## config.mk

```make
export PLATFORM = sky130hd
export DESIGN_NAME = bxds_div
export DESIGN_NICKNAME = d
export VERILOG_FILES = /design/src/hdl/bxds_pkg.sv /design/src/hdl/bxds_div.sv
export SDC_FILE = /design/constraint.sdc
export NUM_CORES = 1
export LEC_CHECK = 0
export BUFFER_PORTS_ARGS = -buffer_cell sky130_fd_sc_hd__buf_2
export CORE_ASPECT_RATIO = 0.5
export CORE_MARGIN = 2
export CORE_UTILIZATION = 60
export CTS_BUF_LIST = sky130_fd_sc_hd__clkbuf_8
export CTS_CLUSTER_DIAMETER = 60
export DETAILED_ROUTE_END_ITERATION = 8
export PLACE_DENSITY = 0.82
export SYNTH_ARGS = -nofsm -noshare
export SYNTH_HDL_FRONTEND = slang
export SYNTH_SLANG_ARGS = --single-unit
```

## constraint.sdc

```tcl
create_clock -name clk -period 4.65 [get_ports clk]
set_input_delay 0.93 -clock clk [delete_from_list [all_inputs] [get_ports clk]]
set_output_delay 0.93 -clock clk [all_outputs]
set_load 0.05 [all_outputs]
```

## src/hdl/bxds_pkg.sv

```systemverilog
package bxds_pkg;

    localparam int unsigned DIM_W   = 9;
    localparam int unsigned COORD_W = 8;
    localparam int unsigned CH_W    = 8;
    localparam int unsigned PIX_W   = 3 * CH_W;
    localparam int unsigned Q_W     = 9;
    localparam int unsigned AREA_W  = 2 * DIM_W;
    localparam int unsigned SUM_W   = AREA_W + CH_W;
    localparam int unsigned DIVS_W  = AREA_W;
    localparam int unsigned DIVD_W  = SUM_W;
    localparam int unsigned CNT_W   = $clog2(Q_W);

    typedef enum logic
    {
        ACT_LOAD    = 1'b0,
        ACT_COMPUTE = 1'b1
    } act_t;

    typedef enum logic [1:0]
    {
        ERR_OK    = 2'd0,
        ERR_SIZE  = 2'd1,
        ERR_RANGE = 2'd2
    } err_t;

    typedef enum logic [1:0]
    {
        CFG_SOURCE_WIDTH  = 2'd0,
        CFG_SOURCE_HEIGHT = 2'd1,
        CFG_THUMB_WIDTH   = 2'd2,
        CFG_THUMB_HEIGHT  = 2'd3
    } cfg_idx_t;

    localparam logic [DIM_W-1:0] SOURCE_WIDTH_RST  = 9'd256;
    localparam logic [DIM_W-1:0] SOURCE_HEIGHT_RST = 9'd256;
    localparam logic [DIM_W-1:0] THUMB_WIDTH_RST   = 9'd32;
    localparam logic [DIM_W-1:0] THUMB_HEIGHT_RST  = 9'd32;

    typedef struct packed
    {
        act_t               action;
        logic [COORD_W-1:0] col;
        logic [COORD_W-1:0] row;
        logic [CH_W-1:0]    red_in;
        logic [CH_W-1:0]    green_in;
        logic [CH_W-1:0]    blue_in;
    } req_t;

    typedef struct packed
    {
        logic [CH_W-1:0] blue_out;
        logic [CH_W-1:0] green_out;
        logic [CH_W-1:0] red_out;
        err_t            error;
    } rsp_t;

endpackage

```

## src/hdl/bxds_div.sv

```systemverilog
module bxds_div
    import bxds_pkg::*;
(
    input  logic              clk,
    input  logic              rst_n,
    input  logic              go,
    input  logic [DIVD_W-1:0] dividend,
    input  logic [DIVS_W-1:0] divisor,
    output logic              done,
    output logic [Q_W-1:0]    quotient
);

    logic [DIVD_W-1:0] rem_reg;
    logic [DIVD_W-1:0] rem_next;
    logic [DIVD_W-1:0] dsh_reg;
    logic [Q_W-1:0]    quo_reg;
    logic [CNT_W-1:0]  cnt_reg;
    logic              run_reg;
    logic              done_reg;
    logic              ge;

    // quotient is known to fit Q_W bits, so the divisor starts shifted by Q_W-1
    assign ge       = rem_reg >= dsh_reg;
    assign rem_next = ge ? rem_reg - dsh_reg : rem_reg;

    always_ff @(posedge clk or negedge rst_n)
    begin
        if (!rst_n)
        begin
            run_reg  <= 1'b0;
            done_reg <= 1'b0;
            cnt_reg  <= '0;
        end
        else
        begin
            done_reg <= 1'b0;
            if (go)
            begin
                rem_reg <= dividend;
                dsh_reg <= DIVD_W'(divisor) << (Q_W - 1);
                quo_reg <= '0;
                cnt_reg <= CNT_W'(Q_W - 1);
                run_reg <= 1'b1;
            end
            else if (run_reg)
            begin
                rem_reg <= rem_next;
                dsh_reg <= dsh_reg >> 1;
                quo_reg <= {quo_reg[Q_W-2:0], ge};
                cnt_reg <= cnt_reg - CNT_W'(1);
                if (cnt_reg == '0)
                begin
                    run_reg  <= 1'b0;
                    done_reg <= 1'b1;
                end
            end
        end
    end

    assign done     = done_reg;
    assign quotient = quo_reg;

endmodule

```

# Yosys cells after proc, flatten, opt, wreduce, memory -nomap -nowiden

Index checks and enable logic that the tools add are counted.

Flip-flop bits (word level): 67
Bits of input ports: 47

Add/subtract/negate cells: 2
Order comparisons: 1
Multiplexer cells: 14
Reduce and logical (&&, ||, !) cells: 5

Operators by type and width:

| cell                  | count |
|---|---|
| $mux W26              | 5 |
| $ge A26 B26 Y1        | 1 |
| $sub A26 B26 Y26      | 1 |
| $mux W9               | 1 |
| $mux W4               | 2 |
| $mux W1               | 6 |
| $logic_not A4 Y1      | 1 |
| $reduce_bool A2 Y1    | 2 |
| $sub A4 B1 Y4 const B | 1 |
| $reduce_and A3 Y1     | 1 |
| $reduce_and A2 Y1     | 1 |

# Logic depth before layout (Yosys ltp)

Depth after elaboration: 4
Gate-level depth with buffers: 10
Gate-level depth less buffers: 10

# Worst setup path before layout

Ideal clock, no wire load.

Path kind: register -> register
From: register dsh_reg[0]
To: register rem_reg[0] (enable)
Library setup time: 425 ps
Arrival: 3,318 ps
Path slack: 907 ps
Stages on the path, launching flop included: 10
Cells stage by stage: edfxtp_1 ha_1 fa_1 nor2b_1 o2111a_1 o21a_1 o211ai_1 a31oi_1 o21ai_0 a31oi_1

Longest elaborated chain between the ends: 3

RTL lines:

| element                             | RTL line       | text |
|---|---|---|
| start, declared                     | bxds_div.sv:15 | `logic [DIVD_W-1:0] dsh_reg;` |
| start signal, assigned              | bxds_div.sv:40 | `dsh_reg <= DIVD_W'(divisor) << (Q_W - 1);` |
| start signal, assigned              | bxds_div.sv:48 | `dsh_reg <= dsh_reg >> 1;` |
| $ge A26 B26 Y1                      | bxds_div.sv:23 | `assign ge = rem_reg >= dsh_reg;` |
| $reduce_bool A2 Y1 (no source line) | --             |  |
| $reduce_and A3 Y1 (no source line)  | --             |  |
| end signal, assigned                | bxds_div.sv:39 | `rem_reg <= dividend;` |
| end signal, assigned                | bxds_div.sv:47 | `rem_reg <= rem_next;` |
| end, declared                       | bxds_div.sv:13 | `logic [DIVD_W-1:0] rem_reg;` |

No other way between the ends.
A chain may end at the register's enable or synchronous reset.

# Worst setup path after layout

From: register rem_reg[0]
To: register rem_reg[4] (enable)

Longest elaborated chain between the ends: 3

RTL lines:

| element                             | RTL line |
|---|---|
| $ge A26 B26 Y1                      | bxds_div.sv:23 |
| $reduce_bool A2 Y1 (no source line) | -- |
| $reduce_and A3 Y1 (no source line)  | -- |

No other way between the ends.

==> qor.txt <==
Post-CTS setup buffers: 0
Area contributors post-synth: edfxtp_1, ha_1, o21ai_0
Congestion Overflow GR: 0
Post-CTS Hold Fix Bufs: 0
Sequential element share of the synthesized area: 44.7%
Setup WS pre-CTS: 1240 ps
Share of cells above drive strength 1: 16.7%
Die Y: 64.8 um
Routed met3 length: 523 um
Post-CTS sizing: 0
Global-route wire length before repair: 15,900 um
Area of the core: 7240 um2
Nets: 592
Outcome: complete, no violations
Sequential share of power: 35.7%
Total CTS buffers: 9
Switching Power: 896 uW
Slew HR: 47.9%
CP Launch Type: flip-flop
Avg Inst Size Synth: 9.52 um2
Vias in the first global route: 3,410
DP HPWL: 6800 um
Final wirelength: 9710 um
Fmax: 290 MHz
Synth top area share: 41.3%
Clock Path Buffers: 2
Slew Limit Fails: 0
Wl on met1: 4690 um
Die width: 126 um
Number of remaining DRC errors: 0
Worst reg2reg setup slack: 1210 ps
Critical path capture point type: flip-flop
Antenna Nets Post-Route: 0
Req. time, crit path: 4700 ps
Worst Max-Slew Pin Slew: 781 ps
Setup Viol. Count Final: 0
Critical path class: reg -> reg
Highest metal used: met4
Final Instance Count excl. Fillers: 617
Post-synth top flop: edfxtp_1
Fin crit period: 3440 ps
FFs w/ async S/R, synth: 8.96%
Sink Count: 67
P_leak: 2.25 nW
Final TNS setup: 0 ps
Drt initial violations: 282
IO Port Bufs: 56
Total internal power: 1.51 mW
Tcrit/Tclk final: 74.1%
Yosys top cell by area: edfxtp_1
Die footprint: 8140 um2
Area delta synth->final: 13.2%
Initial antenna violation count: 0
Synth cell types: 50
Final setup margin: 1210 ps
Clk Latency, worst-skew pair: 360 ps
RSZ-0062 raised after global routing: false
Synth Instances: 466
Switching Share: 37.3%
Gpl congestion: 0.938
Largest net degree at the start of global routing: 61
Synth Warn #: 0
Fill cells: 586
Post-synth EDFFs: 61
Initial Util: 61.3%
Crit path arrival time: 3500 ps
DR vias/cell: 5.79
DR WL/cell: 15.7 um
Synth Cell Area: 4440 um2
Flops & latches, synth: 67
CTS tree: done
Clock slew at reported path FFs: 80 ps
Placed insts: 601
Synth Net Count: 542
Pwr Density: 479 nW/um2
Worst Clk Skew: 7.84 ps
Hold WC Path Type: in -> async
IO Count: 57
Via count: 3,570
H-tree Lvls: 3
Clock power share: 23.0%
Fin. Hold Viols: 0
Worst vdd ir: 0.000232 V
Antenna cells: 0
Cell Rows: 22
Router iterations before antenna repair: 5
CTS root buf: clkbuf_8
Max Cap Viol: 0
Tot GR Track Use: 25.3%
Metal2 WL: 4390 um
CP Max Fanout: 16
Comb pwr share: 41.4%
-- worst paths after layout --
check,start,endpoint,cells after the start
max,rem_reg[0]$_DFFE_PP_,rem_reg[4]$_DFFE_PP_,11
max in group asynchronous,rst_n,cnt_reg[0]$_DFFE_PN0N_,2
min in group clk,cnt_reg[3]$_DFFE_PN0N_,cnt_reg[3]$_DFFE_PN0N_,2
min,rst_n,cnt_reg[3]$_DFFE_PN0N_,2
max reg2reg,rem_reg[0]$_DFFE_PP_,rem_reg[4]$_DFFE_PP_,11
min reg2reg,cnt_reg[3]$_DFFE_PN0N_,cnt_reg[3]$_DFFE_PN0N_,2
-- critical path, cell delays in order, from the launching register on --
cell and delay [ps]:
edfxtp_1 350, inv_1 50, ha_1 220, fa_1 410, nor2b_1 180, o2111a_1 240
o21a_1 170, o211ai_1 130, a31oi_1 190, o21ai_0 140, a31oi_2 670, buf_4 380
-- cells by family (layout without fill, tap and decap cells) --
kind of cell             Yosys count  after routing  share of synthesized area, %
AO/OA/AOI/OAI                    135            135                          20.1
buffers and inverters             61            116                          5.19
multiplexers                      17             17                          3.86
XOR/XNOR                          20             20                          3.95
adder cells (fa/ha/maj)           29             29                          8.35
flip-flops                        67             67                          44.7
AND/OR/NAND/NOR                  137            137                          13.9
-- layer usage --
layer  vias to the layer above  global-route usage [%]
met2                        90                    40.3
met3                        10                    7.10
met1                      1684                    34.3
met5                         -                       0
li1                       1786                       -
met4                         0                    7.08
-- per-stage QoR --
step	hold WS (ps)	utilization [%]	instance area, um2	power (mW)
2_1_floorplan	489	-	4440	1.62
3_3_place_gp	509	66.3	4800	1.82
3_5_place_dp	527	66.3	4800	1.85
4_1_cts	531	69.4	5020	2.40
5_1_grt	541	69.4	5020	2.57
6_report	543	69.4	5020	2.40
-- power groups by stage --
stage | Combinational [mW] | Sequential [mW] | Clock, mW
floorplan | 0.734 | 0.888 | 0
global placement | 0.956 | 0.866 | 0
detailed placement | 0.977 | 0.868 | 0
CTS | 0.986 | 0.858 | 0.559
global route | 1.11 | 0.870 | 0.589
finish | 0.995 | 0.858 | 0.552
-- cell usage in the layout, fill, tap and decap left out, types with 2 or more instances in the layout --
| cell | n |
|---|---|
| edfxtp_1 | 61 |
| buf_2 | 56 |
| nand2_1 | 49 |
| o21ai_0 | 42 |
| nor2_1 | 42 |
| inv_1 | 39 |
| ha_1 | 28 |
| a21oi_1 | 23 |
| mux2i_1 | 16 |
| a22o_1 | 14 |
| nand3_1 | 13 |
| xor2_1 | 12 |
| nor2b_1 | 9 |
| clkbuf_8 | 9 |
| o21a_1 | 8 |
| xnor2_1 | 8 |
| a21o_1 | 7 |
| a211oi_1 | 7 |
| dfrtp_1 | 6 |
| o211ai_1 | 5 |
| buf_4 | 5 |
| o21bai_1 | 4 |
| a31oi_1 | 4 |
| nand2b_1 | 4 |
| nor3_1 | 4 |
| a21o_2 | 3 |
| nand4_1 | 3 |
| and3_1 | 2 |
| a211oi_2 | 2 |
| and2_1 | 2 |
| o21ai_1 | 2 |
| or3_1 | 2 |
| nor4_1 | 2 |
| a22oi_1 | 2 |
| o31ai_1 | 2 |
| a311oi_1 | 2 |
| inv_6 | 2 |
| bufinv_16 | 2 |
| clkinv_4 | 2 |
-- final cells by class --
| class | count | area (um2) | share of cell area (%) |
|---|---|---|---|
| sequential | 67 | 1980 | 39.5 |
| timing repair buffer | 61 | 318 | 6.33 |
| inverter | 39 | 146 | 2.91 |
| multi-input combinational | 338 | 2230 | 44.4 |
| clock buffer | 9 | 124 | 2.47 |
| clock inverter | 7 | 100 | 1.99 |
| tap | 96 | 120 | 2.39 |
-- cells in the mapped netlist, drive strengths merged (10+ instances only) --
cell type / n
a21o: 10
a21oi: 23
a22o: 14
clkbuf: 18
edfxtp: 61
ha: 28
inv: 39
mux2i: 16
nand2: 49
nand3: 13
nor2: 42
o21ai: 44
xor2: 12
(Power assumes the default switching activity.)
